[src/hw/rtl/iths_pkg.sv]
`timescale 1ns / 1ps

package iths_pkg;

  // byte counter width
  localparam int unsigned POS_W = 16;

  // queue between parser and output stage
  localparam int unsigned QUEUE_DEPTH = 4;
  localparam int unsigned QUEUE_AW    = $clog2(QUEUE_DEPTH);

  // ip versions and transport protocols
  localparam logic [3:0] IP_V4     = 4'd4;
  localparam logic [3:0] IP_V6     = 4'd6;
  localparam logic [7:0] PROTO_TCP = 8'd6;
  localparam logic [7:0] PROTO_UDP = 8'd17;

  // header geometry
  localparam logic [3:0] IHL_MIN        = 4'd5;
  localparam logic [5:0] IPV6_HDR_LEN   = 6'd40;
  localparam logic [6:0] UDP_HDR_LEN    = 7'd8;
  localparam logic [6:0] TCP_HDR_MIN    = 7'd20;
  localparam logic [6:0] MIN_PACKET_LEN = 7'd20;
  localparam int unsigned V4_PROTO_POS  = 9;
  localparam int unsigned V6_PROTO_POS  = 6;
  localparam int unsigned TCP_OFF_POS   = 12;

  typedef enum logic [2:0] {
    ST_OK         = 3'd0,
    ST_SHORT      = 3'd1,
    ST_VERSION    = 3'd2,
    ST_IHL        = 3'd3,
    ST_TCP_OFFSET = 3'd4,
    ST_PROTOCOL   = 3'd5
  } status_t;

  // one result word
  typedef struct packed {
    logic [7:0] data;
    logic       has_byte;
    logic       last;
    status_t    status;
  } res_t;

  // write side of the queue
  typedef struct packed {
    logic valid;
    res_t res;
  } push_t;

  // queue occupancy flags
  typedef struct packed {
    logic full;
    logic empty;
  } q_stat_t;

endpackage

[src/hw/rtl/iths_front.sv]
`timescale 1ns / 1ps

module iths_front (
  input  logic                clk,
  input  logic                rst,
  input  logic [7:0]          in_byte,
  input  logic                in_last,
  input  logic                accept,
  output iths_pkg::push_t     push
);

  localparam int unsigned PW = iths_pkg::POS_W;

  logic [PW-1:0]        pos;
  logic [3:0]           ver;
  logic [5:0]           ip_len;
  logic [7:0]           proto;
  logic [6:0]           hdr_total;
  iths_pkg::status_t    drop;

  logic [3:0]           ver_next;
  logic [5:0]           ip_len_next;
  logic [7:0]           proto_next;
  logic [6:0]           hdr_total_next;
  iths_pkg::status_t    drop_next;
  logic [5:0]           tcp_off;
  logic                 payload;
  logic [PW:0]          len;
  iths_pkg::status_t    final_st;

  // header field capture for this byte
  always_comb begin
    ver_next       = ver;
    ip_len_next    = ip_len;
    proto_next     = proto;
    hdr_total_next = hdr_total;
    drop_next      = drop;
    tcp_off        = {in_byte[7:4], 2'b00};
    if (pos == '0) begin
      ver_next = in_byte[7:4];
      if (in_byte[7:4] == iths_pkg::IP_V4) begin
        ip_len_next = {in_byte[3:0], 2'b00};
        if (in_byte[3:0] < iths_pkg::IHL_MIN) drop_next = iths_pkg::ST_IHL;
      end else if (in_byte[7:4] == iths_pkg::IP_V6) begin
        ip_len_next = iths_pkg::IPV6_HDR_LEN;
      end else begin
        drop_next = iths_pkg::ST_VERSION;
      end
    end else if (drop == iths_pkg::ST_OK) begin
      if ((ver == iths_pkg::IP_V4 && pos == PW'(iths_pkg::V4_PROTO_POS)) ||
          (ver == iths_pkg::IP_V6 && pos == PW'(iths_pkg::V6_PROTO_POS))) begin
        proto_next = in_byte;
        if (in_byte == iths_pkg::PROTO_UDP) begin
          hdr_total_next = 7'(ip_len) + iths_pkg::UDP_HDR_LEN;
        end else if (in_byte != iths_pkg::PROTO_TCP) begin
          drop_next = iths_pkg::ST_PROTOCOL;
        end
      end else if (proto == iths_pkg::PROTO_TCP && hdr_total == '0 &&
                   pos == PW'(ip_len) + PW'(iths_pkg::TCP_OFF_POS)) begin
        if (7'(tcp_off) < iths_pkg::TCP_HDR_MIN) begin
          drop_next = iths_pkg::ST_TCP_OFFSET;
        end else begin
          hdr_total_next = 7'(ip_len) + 7'(tcp_off);
        end
      end
    end
  end

  // payload decision and closing status
  always_comb begin
    payload = (drop_next == iths_pkg::ST_OK) && (hdr_total_next != '0) &&
              (pos >= PW'(hdr_total_next));
    len     = {1'b0, pos} + (PW+1)'(1);
    priority if (len < (PW+1)'(iths_pkg::MIN_PACKET_LEN)) begin
      final_st = iths_pkg::ST_SHORT;
    end else if (drop_next == iths_pkg::ST_VERSION || drop_next == iths_pkg::ST_IHL) begin
      final_st = drop_next;
    end else if (len < (PW+1)'(ip_len_next)) begin
      final_st = iths_pkg::ST_SHORT;
    end else if (drop_next == iths_pkg::ST_PROTOCOL) begin
      final_st = iths_pkg::ST_PROTOCOL;
    end else if (proto_next == iths_pkg::PROTO_TCP &&
                 len < (PW+1)'(7'(ip_len_next) + iths_pkg::TCP_HDR_MIN)) begin
      final_st = iths_pkg::ST_SHORT;
    end else if (drop_next == iths_pkg::ST_TCP_OFFSET) begin
      final_st = iths_pkg::ST_TCP_OFFSET;
    end else if (hdr_total_next == '0 || len < (PW+1)'(hdr_total_next)) begin
      final_st = iths_pkg::ST_SHORT;
    end else begin
      final_st = iths_pkg::ST_OK;
    end
  end

  // result word toward the queue
  always_comb begin
    push.valid        = accept && (payload || in_last);
    push.res.data     = payload ? in_byte : 8'd0;
    push.res.has_byte = payload;
    push.res.last     = in_last;
    push.res.status   = (in_last && !payload) ? final_st : iths_pkg::ST_OK;
  end

  // per-packet state, cleared after the last byte
  always_ff @(posedge clk) begin
    if (rst) begin
      pos       <= '0;
      ver       <= '0;
      ip_len    <= '0;
      proto     <= '0;
      hdr_total <= '0;
      drop      <= iths_pkg::ST_OK;
    end else if (accept) begin
      if (in_last) begin
        pos       <= '0;
        ver       <= '0;
        ip_len    <= '0;
        proto     <= '0;
        hdr_total <= '0;
        drop      <= iths_pkg::ST_OK;
      end else begin
        if (pos != '1) pos <= pos + PW'(1);
        ver       <= ver_next;
        ip_len    <= ip_len_next;
        proto     <= proto_next;
        hdr_total <= hdr_total_next;
        drop      <= drop_next;
      end
    end
  end

endmodule

[src/hw/rtl/iths_queue.sv]
`timescale 1ns / 1ps

module iths_queue (
  input  logic               clk,
  input  logic               rst,
  input  iths_pkg::push_t    push,
  input  logic               pop,
  output iths_pkg::res_t     head,
  output iths_pkg::q_stat_t  stat
);

  localparam int unsigned AW = iths_pkg::QUEUE_AW;

  iths_pkg::res_t mem [iths_pkg::QUEUE_DEPTH];
  logic [AW-1:0]  wr_ptr;
  logic [AW-1:0]  rd_ptr;
  logic [AW:0]    count;
  logic           do_pop;

  assign do_pop     = pop && (count != '0);
  assign head       = mem[rd_ptr];
  assign stat.full  = (count == (AW+1)'(iths_pkg::QUEUE_DEPTH));
  assign stat.empty = (count == '0);

  // storage
  always_ff @(posedge clk) begin
    if (push.valid) mem[wr_ptr] <= push.res;
  end

  // pointers and fill count
  always_ff @(posedge clk) begin
    if (rst) begin
      wr_ptr <= '0;
      rd_ptr <= '0;
      count  <= '0;
    end else begin
      if (push.valid) wr_ptr <= wr_ptr + AW'(1);
      if (do_pop) rd_ptr <= rd_ptr + AW'(1);
      if (push.valid && !do_pop) count <= count + (AW+1)'(1);
      else if (!push.valid && do_pop) count <= count - (AW+1)'(1);
    end
  end

endmodule

[src/hw/rtl/iths_back.sv]
`timescale 1ns / 1ps

module iths_back (
  input  logic               clk,
  input  logic               rst,
  input  iths_pkg::res_t     head,
  input  iths_pkg::q_stat_t  stat,
  output logic               pop,
  output logic               out_valid,
  input  logic               out_ready,
  output iths_pkg::res_t     out_res
);

  // refill the output register when it is free or being taken
  assign pop = !stat.empty && (!out_valid || out_ready);

  always_ff @(posedge clk) begin
    if (rst) begin
      out_valid <= 1'b0;
    end else if (!out_valid || out_ready) begin
      out_valid <= !stat.empty;
    end
  end

  always_ff @(posedge clk) begin
    if (pop) out_res <= head;
  end

endmodule

[src/hw/rtl/ip_transport_header_stripper.sv]
`timescale 1ns / 1ps

// Strips IPv4/IPv6 and TCP/UDP headers from a byte stream, one byte per word,
// and passes on only the payload bytes; the last byte of each packet yields a
// word with tlast set, and when that byte is not itself payload the word carries
// no byte (tuser low) and a status in tdata[10:8]: 0 ok, 1 too short,
// 2 bad version, 3 bad IHL, 4 bad TCP offset, 5 unsupported protocol.
// Header bytes of packets give no output. One byte is accepted every cycle
// while the queue has room; the parser decides each byte in the cycle it
// arrives, and results are written into a 4-word queue and then taken into an
// output register, and s_tready falls only when the queue is full.
// IPv6 extension headers are not parsed and count as unsupported.
module ip_transport_header_stripper (
  input  logic        clk,
  input  logic        rst,
  input  logic        s_tvalid,
  output logic        s_tready,
  input  logic [7:0]  s_tdata,   // [7:0] in_byte
  input  logic        s_tlast,
  output logic        m_tvalid,
  input  logic        m_tready,
  output logic [15:0] m_tdata,   // [7:0] out_byte, [10:8] out_status, rest zero
  output logic        m_tuser,   // out_has_byte
  output logic        m_tlast
);

  iths_pkg::push_t    push;
  iths_pkg::res_t     head;
  iths_pkg::res_t     out_res;
  iths_pkg::q_stat_t  stat;
  logic               pop;
  logic               accept;

  assign s_tready = !stat.full;
  assign accept   = s_tvalid && s_tready;

  // parser and classifier
  iths_front u_front (
    .clk     (clk),
    .rst     (rst),
    .in_byte (s_tdata),
    .in_last (s_tlast),
    .accept  (accept),
    .push    (push)
  );

  // result queue
  iths_queue u_queue (
    .clk  (clk),
    .rst  (rst),
    .push (push),
    .pop  (pop),
    .head (head),
    .stat (stat)
  );

  // output register
  iths_back u_back (
    .clk       (clk),
    .rst       (rst),
    .head      (head),
    .stat      (stat),
    .pop       (pop),
    .out_valid (m_tvalid),
    .out_ready (m_tready),
    .out_res   (out_res)
  );

  assign m_tdata = {5'd0, out_res.status, out_res.data};
  assign m_tuser = out_res.has_byte;
  assign m_tlast = out_res.last;

endmodule

[config.mk]
export PLATFORM = sky130hd
export DESIGN_NAME = ip_transport_header_stripper
export DESIGN_NICKNAME = d
export VERILOG_FILES = /design/src/hw/rtl/iths_pkg.sv /design/src/hw/rtl/iths_front.sv /design/src/hw/rtl/iths_queue.sv /design/src/hw/rtl/iths_back.sv /design/src/hw/rtl/ip_transport_header_stripper.sv
export SDC_FILE = /design/constraint.sdc
export NUM_CORES = 1
export LEC_CHECK = 0
export BUFFER_PORTS_ARGS = -buffer_cell sky130_fd_sc_hd__buf_2
export CORE_ASPECT_RATIO = 1.2
export CORE_UTILIZATION = 30
export CTS_CLUSTER_DIAMETER = 30
export CTS_CLUSTER_SIZE = 10
export DETAILED_ROUTE_END_ITERATION = 7
export HOLD_SLACK_MARGIN = 0.08
export PLACE_DENSITY = 0.57
export SETUP_SLACK_MARGIN = 0.2
export SKIP_CTS_REPAIR_TIMING = 1
export SYNTH_ARGS = -nofsm -noshare
export SYNTH_HDL_FRONTEND = slang
export SYNTH_SLANG_ARGS = --single-unit
export TNS_END_PERCENT = 1
[constraint.sdc]
create_clock -name clk -period 8.6 [get_ports clk]
set_input_delay 1.72 -clock clk [delete_from_list [all_inputs] [get_ports clk]]
set_output_delay 1.72 -clock clk [all_outputs]
set_load 0.02 [all_outputs]
==> results of run 1 <==
-- logic make-up (layout without fill, tap and decap cells) --
logic type      count (synthesis)  after routing
compound gates                150            150
buf+inv                        61             84
other cells                     1              5
fa+ha+maj                      43             43
xor+xnor                       25             25
flops                         117            117
simple gates                  211            211
mux                            20             20
-- area by class of cell --
cell class              instances  area (µm²)  area share [%]
inverters                      23       86.33           1.154
clock buffers                  20       466.7           6.240
well taps                     270       337.8           4.517
repair buffers                 29       150.1           2.007
flip-flops and latches        117        2993           40.01
clock inverters                12       117.6           1.572
multi-input cells             454        3328           44.50
-- placed cells by master (no fill, tap or decap), types with 10 or more instances in the layout --
master,n
sky130_fd_sc_hd__inv_1,22
sky130_fd_sc_hd__nand3_1,10
sky130_fd_sc_hd__buf_2,27
sky130_fd_sc_hd__nand2_1,22
sky130_fd_sc_hd__ha_1,41
sky130_fd_sc_hd__dfxtp_1,52
sky130_fd_sc_hd__clkbuf_16,17
sky130_fd_sc_hd__a211oi_1,10
sky130_fd_sc_hd__and2_1,16
sky130_fd_sc_hd__nor2_1,73
sky130_fd_sc_hd__mux4_2,13
sky130_fd_sc_hd__o21ai_0,30
sky130_fd_sc_hd__xnor2_1,15
sky130_fd_sc_hd__a21oi_1,33
sky130_fd_sc_hd__a22oi_1,25
sky130_fd_sc_hd__edfxtp_1,65
sky130_fd_sc_hd__nor3_1,14
-- state kept, by name, summed over array words and instances, names as in the netlist, 3 cells and up --
name	cells
u_front.drop	3
u_front.pos	16
u_queue.count	3
u_back.out_res	13
u_front.ip_len	6
u_front.proto	8
u_front.hdr_total	7
u_queue.mem	52
u_front.ver	4
-- stage by stage --
| stage | total power [W] | std cells |
|---|---|---|
| floorplan | 0.0009419 | 632 |
| finish | 0.001713 | 925 |
| detailed placement | 0.001039 | 893 |
| CTS | 0.001738 | 925 |
| global route | 0.001793 | 925 |
| global placement | 0.001037 | 893 |
-- metal layers --
metal,wire length [µm],part of all wire (%)
met2,8071,50
met5,0,0
met4,859,5.3
met3,657,4.0
met1,6683,41
-- worst max path at each step --
| stage | startpoint | to | slack (ns) | cells after the start |
|---|---|---|---|---|
| after floorplan | s_tdata[5] | u_queue.count[2] | 2.58 | 21 |
| after global placement | s_tdata[6] | u_queue.count[2] | 1.94 | 21 |
| after detailed placement | s_tdata[6] | u_queue.count[2] | 1.81 | 21 |
| after CTS | s_tdata[6] | u_queue.count[2] | 2.23 | 21 |
| after global routing | s_tdata[6] | u_queue.count[2] | 1.70 | 21 |
| final | s_tdata[6] | u_queue.count[2] | 2.16 | 21 |
-- power breakdown --
part	switching (W)	internal [W]	leakage, nW
sequential	0.0000441	0.000663	1.00
combinational	0.000191	0.000123	1.41
clock	0.000269	0.000425	0.288
-- worst max-delay path, stage by stage --
cell,delay [ns]
sky130_fd_sc_hd__buf_2,0.14
sky130_fd_sc_hd__nor4_1,0.52
sky130_fd_sc_hd__nand2_1,0.34
sky130_fd_sc_hd__nor2_1,0.21
sky130_fd_sc_hd__a211oi_1,0.07
sky130_fd_sc_hd__o21ai_0,0.18
sky130_fd_sc_hd__a21boi_0,0.61
sky130_fd_sc_hd__inv_1,0.17
sky130_fd_sc_hd__ha_1,0.32
sky130_fd_sc_hd__a211oi_1,0.06
sky130_fd_sc_hd__nor3_1,0.20
sky130_fd_sc_hd__a2111oi_0,0.12
sky130_fd_sc_hd__nor4b_2,0.37
sky130_fd_sc_hd__o31ai_4,0.14
sky130_fd_sc_hd__a21oi_2,0.32
sky130_fd_sc_hd__ha_1,0.24
sky130_fd_sc_hd__inv_1,0.06
sky130_fd_sc_hd__fa_1,0.37
sky130_fd_sc_hd__xor2_1,0.17
sky130_fd_sc_hd__or3_1,0.31
sky130_fd_sc_hd__a21oi_1,0.14
==> impl_summary.txt, run 1 <==
----------------------------------------------------
[Die]
  Count of boundary I/O pins ... 33
  Initial Util ... 30.99%
  Chip width ... 137.1 µm
  Die outline area ... around 22000 µm²
  Cell row count ... 58
  Area of the core region ... 21190 µm²
  Die span in y ... 164.1 µm

[Clock network]
  TritonCTS clock tree ... built
  Clock sink count ... 117
  Number of buffers inserted during clock tree synthesis ... 17
  CTS H-tree lvls ... 4
  Clock tree root buffer cell ... sky130_fd_sc_hd__clkbuf_16
  Max clock buf depth ... 2
  Clock input transition at the sequential cells of the worst setup and hold paths ... 0.05 ns
  Clock latency at the later pin of the worst-skew pair ... ~0.42 ns

[Setup path]
  RR Startpoint ... u_front.pos[8]
  Depth of the most critical reg-to-reg path ... 21
  Worst Path Max Fanout ... 9
  Startpoint types ... primary input
  Crit end category ... flip-flop
  Register-to-register setup slack ... 2.58 ns
  Worst endpoint required time ... 8.94 ns
  Type of the worst setup path ... primary input to flip-flop
  Worst EP arrival ... 6.79 ns
  Worst R2R End ... u_queue.count[2]

[Detailed routing]
  Vias ... 4902
  Post-detailed-routing wire length ... ~16000 µm
  Number of vias per cell after detailed routing ... 5.299
  Drt pass-1 iters ... 6
  Drt first-iter violations ... 400
  Routed wire per std cell ... 17.59 µm
  DRC ... 0
  Antenna violation net count after detailed routing ... 0

[Logic synthesis]
  Share of the synthesized area in the top cell type ... 29.73%
  Post-synth ARST share ... 0%
  Number of flops mapped to enable cells by yosys ... 65
  Mux share of post-synthesis cell area ... 5.659%
  Main area contributors after synthesis ... sky130_fd_sc_hd__edfxtp_1 30%, sky130_fd_sc_hd__dfxtp_1 16%, sky130_fd_sc_hd__ha_1 7.8%, sky130_fd_sc_hd__mux4_2 4.5%, sky130_fd_sc_hd__nor2_1 4.2%
  Count of mapped cells out of synthesis ... 628
  Count of unique library cells instantiated by Yosys ... 72
  Yosys warning total ... 0
  Compound-Gate Fraction of Synth Area ... around 16%
  Most frequent cells after synthesis ... 73 x sky130_fd_sc_hd__nor2_1, 65 x sky130_fd_sc_hd__edfxtp_1, 52 x sky130_fd_sc_hd__dfxtp_1
  Flops & latches, synth ... 117
  Synth Area per Inst ... 10.46 µm²
  Sequential-to-total area share from yosys stat ... 45.58%
  Main combinational cell family by area after synthesis ... simple AND/OR/NAND/NOR gates
  Dominant synthesized flop cell ... sky130_fd_sc_hd__edfxtp_1
  Post-Synth Adder-Cell Area ... 8.422%
  Top-count cell post-synth ... sky130_fd_sc_hd__nor2_1
  Summed instance area of the synthesized netlist ... 6566 µm²
  Largest area contributor in the synthesized netlist ... sky130_fd_sc_hd__edfxtp_1
  Simple-gate area share of the yosys netlist ... 17.17%
  XOR/XNOR share of the synthesized area ... 3.544%

[Timing]
  Fmax ... 0.1552 GHz
  Final cycle utilization of the critical path ... 74.91%
  Final total negative setup slack ... 0 ns
  Number of failing setup endpoints in the final timing report ... 0
  Slew at the pin closest to its max-slew limit ... 1.059 ns
  Unrepaired setup endpoints after global routing ... false
  Worst slew margin ... 28.94%
  Shortest clock period the worst path allows after layout ... 6.442 ns
  Worst hold-check slack ... 0.4784 ns
  Pins Over Slew Limit ... 0
  Final Skew ... 0.01476 ns
  Final hold vios ... 0
  Final Worst Setup Slack ... around 2.2 ns

[Placement]
  Half-perimeter wire length after detailed placement ... 11670 µm
  Global placer's final weighted congestion ... ~0.9
  # port buffers ... 27
  Pre-CTS worst setup slack ... 1.809 ns
  Area after detailed placement ... 6895 µm²

[Status]
  Outcome ... complete, no violations

[Global routing]
  Met3 Usage GRT ... 3.457%
  Pin count of the biggest net entering global routing ... 54
  GRT Resource Usage Total ... ~15%
  Gr ovfl total ... 0
  Grt peak-use layer ... met2
  Antenna violations before repair ... 0
  Vias in the first global route ... 4686
  GR Layer Usage met2 ... 25.85%
  GR Util met1 ... between 10% and 20%
  Global-route wire length before repair ... approximately 26000 µm

[Layout]
  Share of the core filled with cells ... approximately a third
  Area growth from synthesis to layout ... 13.91%
  Share of cells above drive strength 1 ... between 10% and 20%
  Net count, final ... 698
  Fillcell total ... 2118
  Total non-filler cell area in the finished layout ... between 7000 and 8000 µm²
  Inserted Diodes ... 0

[Power]
  Power density of the placed cells ... about 230 nW/µm²
  Peak VDD IR ... 0.1436 mV
  Static leakage ... 2.702 nW

[Run]
  Number of max-cap violations ... 0

[Worst hold path]
  WHS Path Cells ... 2
  Type of the worst min-delay path ... flip-flop to flip-flop
  Launch point of the worst hold path ... u_back.out_valid
  Destination of the worst hold path ... u_back.out_valid

----------------------------------------------------
Power figures use the tool's default switching activity.
==> run 2, diff against run 1 <==
--- a/config.mk
+++ b/config.mk
@@ -12,7 +12,7 @@
 export CTS_CLUSTER_SIZE = 10
 export DETAILED_ROUTE_END_ITERATION = 7
 export HOLD_SLACK_MARGIN = 0.08
-export PLACE_DENSITY = 0.57
+export PLACE_DENSITY = 0.58
 export SETUP_SLACK_MARGIN = 0.2
 export SKIP_CTS_REPAIR_TIMING = 1
 export SYNTH_ARGS = -nofsm -noshare
==> constraint.sdc (replaced) <==
create_clock -name clk -period 5.7 [get_ports clk]
set_input_delay 1.14 -clock clk [delete_from_list [all_inputs] [get_ports clk]]
set_output_delay 1.14 -clock clk [all_outputs]
set_load 0.02 [all_outputs]
==> run 2 against run 1 <==
  * Final cell count is 4.9% higher
  * Wire length is 3.4% higher
  * Sequential cell count stayed put
  * Clock power is 50% higher
  * First-iteration DRC count is 3.8% higher
  * Global-route usage is 0.79 points higher
  * Register-to-register slack worse by 2.2 ns
  * Clock-buffer cell count is 2 lower
  * Sequential share of layout area is 2.1 points lower
  * Hold slack better by 0.0028 ns
  * Largest cell class unchanged
  * Largest power group unchanged
  * Highest routed layer unchanged
==> impl_summary.txt, run 2 (synthesis results as in run 1) <==
----------------------------------------------------
[Setup path]
  Worst endpoint required time ... 6.04 ns (was 8.94 ns)
  Slowest stage delay, CP ... 0.54 ns (was 0.61 ns)
  Crit end category ... flip-flop (unchanged)
  Cell family with the largest share of critical-path delay ... simple AND/OR/NAND/NOR gates (unchanged)
  CP cell instances ... or4_4 > or3_4 > or4_4 > a2111oi_4 > nor2_2 > mux2_4 > ha_4 > nand2b_4 > a21o_1 > a211oi_2 > nor3_2 > a2111oi_2 > nor4b_2 > o31ai_4 > a21oi_4 > ha_4 > inv_2 > fa_2 > xor2_2 > or3_1 > a21oi_1 (was buf_2 > nor4_1 > nand2_1 > nor2_1 > a211oi_1 > o21ai_0 > a21boi_0 > inv_1 > ha_1 > a211oi_1 > nor3_1 > a2111oi_0 > nor4b_2 > o31ai_4 > a21oi_2 > ha_1 > inv_1 > fa_1 > xor2_1 > or3_1 > a21oi_1)
  Worst EP arrival ... 5.67 ns (was 6.79 ns)
  Count of buffer and inverter cells on the critical path ... 1 (was 3)
  Type of the worst setup path ... flip-flop to flip-flop (was primary input to flip-flop)
  Startpoint types ... flip-flop (was primary input)
  Slowest-stage cell, CP ... sky130_fd_sc_hd__or4_4 (was sky130_fd_sc_hd__a21boi_0)
  Worst Path Max Fanout ... 4 (was 9)

[Timing]
  Number of failing setup endpoints in the final timing report ... 0 (unchanged)
  Fmax ... 0.1877 GHz
  Final hold vios ... 0 (unchanged)
  Final Skew ... 0.01389 ns (was 0.01476 ns)
  Worst slew margin ... 24.28% (was 28.94%)
  Final cycle utilization of the critical path ... 93.48%
  Slew at the pin closest to its max-slew limit ... 1.128 ns (was 1.059 ns)
  Pins Over Slew Limit ... 0 (unchanged)
  Unrepaired setup endpoints after global routing ... true (was false)
  Final Worst Setup Slack ... 0.3714 ns (was 2.158 ns)
  Shortest clock period the worst path allows after layout ... roughly 5.3 ns

[Die]
  Count of boundary I/O pins ... 33 (unchanged)
  Chip width ... 137.1 µm (unchanged)
  Initial Util ... 30.99% (unchanged)
  Die span in y ... 164.1 µm (unchanged)
  Cell row count ... 58 (unchanged)
  Die outline area ... 22490 µm² (unchanged)
  Area of the core region ... 21190 µm² (unchanged)

[Detailed routing]
  DRC ... 0 (unchanged)
  Post-detailed-routing wire length ... 16830 µm (was 16270 µm)
  Drt first-iter violations ... 415 (was 400)
  Drt pass-1 iters ... 5 (was 6)
  Vias ... 5135 (was 4902)
  Number of vias per cell after detailed routing ... 5.294 (was 5.299)
  Antenna violation net count after detailed routing ... 0 (unchanged)
  Routed wire per std cell ... 17.35 µm (was 17.59 µm)

[Layout]
  Register ranked first by flip-flop count ... u_queue.mem (unchanged)
  Most frequent standard cell in the layout excluding fill and tap cells ... sky130_fd_sc_hd__nor2_1 (unchanged)
  Flip-flop count of the largest register after layout ... 52 (unchanged)
  Area growth from synthesis to layout ... 20.27% (was 13.91%)
  Top flop regs ... u_queue.mem (52), u_front.pos (16), u_back.out_res (13) (unchanged)
  Inserted Diodes ... 0 (unchanged)
  Finished Layout Cells ... 970 (was 925)
  Most used cells in the layout excluding fill and tap cells ... 72 x sky130_fd_sc_hd__nor2_1, 65 x sky130_fd_sc_hd__edfxtp_1, 50 x sky130_fd_sc_hd__dfxtp_1 (was 73 x sky130_fd_sc_hd__nor2_1, 65 x sky130_fd_sc_hd__edfxtp_1, 52 x sky130_fd_sc_hd__dfxtp_1)
  Share of cells above drive strength 1 ... 22.29% (was 14.96%)
  Net count, final ... 743 (was 698)

[Status]
  Outcome ... complete, no violations (unchanged)

[Global routing]
  Pin count of the biggest net entering global routing ... 54 (unchanged)
  GRT Resource Usage Total ... 16.03% (was 15.24%)
  Vias in the first global route ... 5044 (was 4686)
  Global-route wire length before repair ... 27070 µm (was 25590 µm)
  Gr ovfl total ... 0 (unchanged)
  Antenna violations before repair ... 0 (unchanged)

[Placement]
  # port buffers ... 27 (unchanged)
  Half-perimeter wire length after detailed placement ... 12250 µm (was 11670 µm)
  Pre-CTS worst setup slack ... -0.04532 ns (was 1.809 ns)
  Global placer's final weighted congestion ... 0.9417 (was 0.8824)
  Number of placed cells counting well taps ... 933 (was 893)

[Worst hold path]
  Type of the worst min-delay path ... flip-flop to flip-flop (unchanged)

[Clock network]
  Clock sink count ... 117 (unchanged)
  TritonCTS clock tree ... built (unchanged)
  CTS H-tree lvls ... 4 (unchanged)
  Clock tree root buffer cell ... sky130_fd_sc_hd__clkbuf_16 (unchanged)
  Clock input transition at the sequential cells of the worst setup and hold paths ... 0.06 ns (was 0.05 ns)
  Clock latency at the later pin of the worst-skew pair ... 0.42 ns (about the same)
  Max clock buf depth ... 2 (unchanged)
  Number of buffers inserted during clock tree synthesis ... 17 (unchanged)

[Power]
  Total power ... 0.002614 W (was 0.001713 W)
  Peak VDD IR ... 0.2132 mV (was 0.1436 mV)
  Static leakage ... 2.930 nW (was 2.702 nW)
  Power density of the placed cells ... 331.0 nW/µm² (was 229.1 nW/µm²)

[Run]
  Number of max-cap violations ... 0 (unchanged)

----------------------------------------------------
-- run 2: report_power, final --
group          leakage (nW)  internal, W  switching, W
Clock                 0.276     0.000646      0.000395
Sequential             1.00      0.00100     0.0000653
Combinational          1.65     0.000206      0.000302
-- run 2: cell type report --
cell class | instances | area (µm²)
fill | 2126 | 13290
sequential | 117 | 2995
timing repair buffer | 74 | 488.0
inverter | 23 | 86.33
clock inverter | 14 | 148.9
clock buffer | 18 | 429.2
tap | 270 | 337.8
multi-input combinational | 454 | 3412
-- run 2: tightest hold or removal path, cell delays in order, from the launching register on --
cell and delay, ns:
sky130_fd_sc_hd__dfxtp_1 0.32, sky130_fd_sc_hd__nand2_1 0.06, sky130_fd_sc_hd__a21oi_1 0.05
-- run 2: per-stage QoR --
stage / setup TNS, ns / instance area [µm²] / util (%) / hold WS (ns)
global route: 0 / 7898 / 37.27 / 0.5463
CTS: -0.05215 / 7774 / 36.69 / 0.4883
finish: 0 / 7898 / 37.27 / 0.4812
floorplan: 0 / 6581 / - / 0.4680
detailed placement: -0.04532 / 7196 / 33.96 / 0.4798
global placement: -0.01883 / 7196 / 33.96 / 0.4676
-- run 2: worst paths after layout --
kind | startpoint | endpoint | slack (ns) | cells after the start
setup / recovery | u_front.pos[9] | u_queue.count[2] | 0.37 | 21
hold / removal | u_back.out_valid | u_back.out_valid | 0.48 | 2
setup reg to reg | u_front.pos[9] | u_queue.count[2] | 0.37 | 21
hold reg to reg | u_back.out_valid | u_back.out_valid | 0.48 | 2
-- run 2: metal layers --
metal	wire, µm	share of wire, %	track usage [%]	vias to the layer above
met2	8768	52	28.58	131
li1	-	-	-	2471
met5	0	0	0	-
met1	6847	41	17.91	2491
met4	643	3.8	8.442	0
met3	573	3.4	2.994	42
==> run 3, diff against run 2 <==
--- a/config.mk
+++ b/config.mk
@@ -6,13 +6,14 @@
 export NUM_CORES = 1
 export LEC_CHECK = 0
 export BUFFER_PORTS_ARGS = -buffer_cell sky130_fd_sc_hd__buf_2
+export CAP_MARGIN = 10
 export CORE_ASPECT_RATIO = 1.2
 export CORE_UTILIZATION = 30
 export CTS_CLUSTER_DIAMETER = 30
 export CTS_CLUSTER_SIZE = 10
 export DETAILED_ROUTE_END_ITERATION = 7
 export HOLD_SLACK_MARGIN = 0.08
-export PLACE_DENSITY = 0.58
+export PLACE_DENSITY = 0.46
 export SETUP_SLACK_MARGIN = 0.2
 export SKIP_CTS_REPAIR_TIMING = 1
 export SYNTH_ARGS = -nofsm -noshare
==> constraint.sdc (replaced) <==
create_clock -name clk -period 4.9 [get_ports clk]
set_input_delay 0.98 -clock clk [delete_from_list [all_inputs] [get_ports clk]]
set_output_delay 0.98 -clock clk [all_outputs]
set_load 0.02 [all_outputs]
==> run 3 against run 2 <==
  * The flow now finishes with violations (setup timing)
  * Global-route usage up 2.5 points
  * Wire length rose by 17%
  * Via count rose by 6.0%
  * Sequential power grew 16%
  * Register-to-register slack lost 0.58 ns
  * Final cell count increased by 8.1%
  * Setup slack worse by 0.58 ns
  * Die area is the same
  * Critical endpoint unchanged
  * Largest power group is now clock
==> impl_summary.txt, run 3 (synthesis results as in run 1) <==
----------------------------------------------------
[Worst hold path]
  Type of the worst min-delay path ... flip-flop to flip-flop (unchanged)
  Destination of the worst hold path ... u_back.out_valid (unchanged)
  WHS Path Cells ... 2 (unchanged)
  Launch point of the worst hold path ... u_back.out_valid (unchanged)

[Global routing]
  Antenna violations before repair ... 0 (unchanged)
  Global-route wire length before repair ... 30730 µm (was 27070 µm)
  GRT Resource Usage Total ... 18.50% (was 16.03%)
  Gr ovfl total ... 0 (unchanged)
  Pin count of the biggest net entering global routing ... 54 (unchanged)
  Vias in the first global route ... 5527 (was 5044)

[Setup path]
  Worst R2R End ... u_queue.count[2] (unchanged)
  Slowest stage delay, CP ... 0.53 ns (was 0.54 ns)
  CP cell instances ... or4_4 > or3_4 > or4_4 > a2111oi_4 > nor2_2 > mux2_4 > ha_4 > nand2b_4 > a21o_1 > a211oi_2 > nor3_2 > a2111oi_4 > nor4b_2 > o31ai_4 > a21oi_4 > ha_4 > inv_2 > fa_2 > xor2_1 > or3_1 > a21oi_1 (was or4_4 > or3_4 > or4_4 > a2111oi_4 > nor2_2 > mux2_4 > ha_4 > nand2b_4 > a21o_1 > a211oi_2 > nor3_2 > a2111oi_2 > nor4b_2 > o31ai_4 > a21oi_4 > ha_4 > inv_2 > fa_2 > xor2_2 > or3_1 > a21oi_1)
  Depth of the most critical reg-to-reg path ... 21 (unchanged)
  RR Startpoint ... u_front.pos[7] (was u_front.pos[9])
  Worst endpoint required time ... 5.24 ns (was 6.04 ns)
  Startpoint types ... flip-flop (unchanged)
  Register-to-register setup slack ... -0.21 ns (was 0.37 ns)
  Worst EP arrival ... 5.45 ns (was 5.67 ns)
  Slowest-stage cell, CP ... sky130_fd_sc_hd__or4_4 (unchanged)
  Type of the worst setup path ... flip-flop to flip-flop (unchanged)
  Crit end category ... flip-flop (unchanged)
  Worst Path Max Fanout ... 3 (was 4)

[Clock network]
  Max clock buf depth ... 2 (unchanged)
  Clock input transition at the sequential cells of the worst setup and hold paths ... 0.06 ns (about the same)
  Clock latency at the later pin of the worst-skew pair ... 0.41 ns (was 0.42 ns)
  CTS H-tree lvls ... 4 (unchanged)
  Number of buffers inserted during clock tree synthesis ... 17 (unchanged)
  Clock tree root buffer cell ... sky130_fd_sc_hd__clkbuf_16 (unchanged)
  Clock sink count ... 117 (unchanged)
  TritonCTS clock tree ... built (unchanged)

[Placement]
  Global placer's final weighted congestion ... 0.8661 (was 0.9417)
  Pre-CTS worst setup slack ... -0.2605 ns (was -0.04532 ns)
  # port buffers ... 27 (unchanged)
  Half-perimeter wire length after detailed placement ... 14810 µm (was 12250 µm)

[Power]
  Power density of the placed cells ... 369.4 nW/µm² (was 331.0 nW/µm²)
  Peak VDD IR ... 0.2483 mV (was 0.2132 mV)
  Static leakage ... 3.389 nW (was 2.930 nW)

[Timing]
  Number of failing setup endpoints in the final timing report ... 2 (was 0)
  Final hold vios ... 0 (unchanged)
  Worst hold-check slack ... 0.4759 ns (was 0.4812 ns)
  Unrepaired setup endpoints after global routing ... true (unchanged)
  Final Worst Setup Slack ... -0.2116 ns (was 0.3714 ns)
  Final Skew ... 0.009172 ns (was 0.01389 ns)
  Shortest clock period the worst path allows after layout ... 5.112 ns (was 5.329 ns)
  Final cycle utilization of the critical path ... 104.3% (was 93.48%)
  Pins Over Slew Limit ... 0 (unchanged)
  Slew at the pin closest to its max-slew limit ... 1.114 ns (was 1.128 ns)
  Fmax ... 0.1956 GHz (was 0.1877 GHz)
  Worst slew margin ... 25.26% (was 24.28%)

[Status]
  Outcome ... complete, but fails checks (was complete, no violations)
  Violated checks ... setup timing

[Detailed routing]
  Antenna violation net count after detailed routing ... 0 (unchanged)
  Number of vias per cell after detailed routing ... 5.188 (was 5.294)
  Drt pass-1 iters ... 5 (unchanged)
  Drt first-iter violations ... 397 (was 415)
  Vias ... 5442 (was 5135)
  Post-detailed-routing wire length ... 19630 µm (was 16830 µm)
  DRC ... 0 (unchanged)
  Routed wire per std cell ... 18.72 µm (was 17.35 µm)

[Die]
  Initial Util ... 30.99% (unchanged)
  Chip width ... 137.1 µm (unchanged)
  Cell row count ... 58 (unchanged)
  Die outline area ... 22490 µm² (unchanged)
  Die span in y ... 164.1 µm (unchanged)
  Area of the core region ... 21190 µm² (unchanged)
  Count of boundary I/O pins ... 33 (unchanged)

[Layout]
  Fillcell total ... 2070 (was 2126)
  Most frequent standard cell in the layout excluding fill and tap cells ... sky130_fd_sc_hd__buf_4 (was sky130_fd_sc_hd__nor2_1)
  Area growth from synthesis to layout ... 31.67% (was 20.27%)
  Net count, final ... 822 (was 743)
  Register ranked first by flip-flop count ... u_queue.mem (unchanged)
  Top flop regs ... u_queue.mem (52), u_front.pos (16), u_back.out_res (13) (unchanged)
  Most used cells in the layout excluding fill and tap cells ... 120 x sky130_fd_sc_hd__buf_4, 72 x sky130_fd_sc_hd__nor2_1, 65 x sky130_fd_sc_hd__edfxtp_1 (was 72 x sky130_fd_sc_hd__nor2_1, 65 x sky130_fd_sc_hd__edfxtp_1, 50 x sky130_fd_sc_hd__dfxtp_1)
  Share of cells above drive strength 1 ... 30.81% (was 22.29%)
  Inserted Diodes ... 0 (unchanged)
  Flip-flop count of the largest register after layout ... 52 (unchanged)

[Run]
  Number of max-cap violations ... 0 (unchanged)

----------------------------------------------------
run 3: cell type report:
type	instances	area, µm²	share of cell area (%)
flip-flops and latches	117	2995	34.65
inverters	23	88.84	1.027
multi-input cells	454	3457	39.99
clock inverters	12	177.7	2.055
repair buffers	153	1142	13.21
clock buffers	20	446.7	5.166
well taps	270	337.8	3.907
run 3: metal layers:
layer	part of all wire, %	vias to the layer above	GRT usage (%)
met5	0	-	0
met4	2.0	0	6.444
met3	2.7	24	2.932
met2	52	101	33.29
met1	43	2692	22.04
li1	-	2625	-
run 3: where the power goes:
group          total [W]  internal, W  switching, W
combinational   0.000636     0.000273      0.000363
clock            0.00132     0.000864      0.000453
sequential       0.00124      0.00116     0.0000785
total            0.00319      0.00230      0.000895
run 3: worst max-delay path: cells and delay by family, from the launching register on:
| kind | cells | cell delay, ns |
|---|---|---|
| AOI/OAI and AO/OA | 7 | 0.99 |
| muxes | 1 | 0.33 |
| and+or+nand+nor | 8 | 2.43 |
| DFF | 1 | 0.32 |
| buffers and inverters | 1 | 0.03 |
| adders and majority gates | 3 | 0.77 |
| xor gates and xnor gates | 1 | 0.15 |
run 3: worst max-delay path by stage:
| stage | startpoint | to | slack (ns) | depth (start not counted) |
|---|---|---|---|---|
| 2_1_floorplan | u_front.pos[7] | u_queue.count[2] | -0.07 | 21 |
| 6_report | u_front.pos[7] | u_queue.count[2] | -0.21 | 21 |
| 5_1_grt | u_front.pos[7] | u_queue.count[2] | -0.40 | 21 |
| 3_3_place_gp | u_front.pos[7] | u_queue.count[2] | -0.21 | 21 |
| 4_1_cts | u_front.pos[7] | u_queue.count[2] | -0.29 | 20 |
| 3_5_place_dp | u_front.pos[7] | u_queue.count[2] | -0.26 | 20 |
run 3: stage by stage:
| stage | utilization, % | setup TNS [ns] | power (W) | area [µm²] | cells |
|---|---|---|---|---|---|
| after global placement | 37.52 | -1.351 | 0.001901 | 7951 | 1017 |
| after global routing | 40.80 | -1.122 | 0.003349 | 8646 | 1049 |
| after CTS | 40.47 | -6.195 | 0.003237 | 8576 | 1049 |
| after detailed placement | 37.52 | -3.759 | 0.001908 | 7951 | 1017 |
| final | 40.80 | -0.2764 | 0.003194 | 8646 | 1049 |
| after floorplan | - | -0.06772 | 0.001668 | 6658 | 632 |
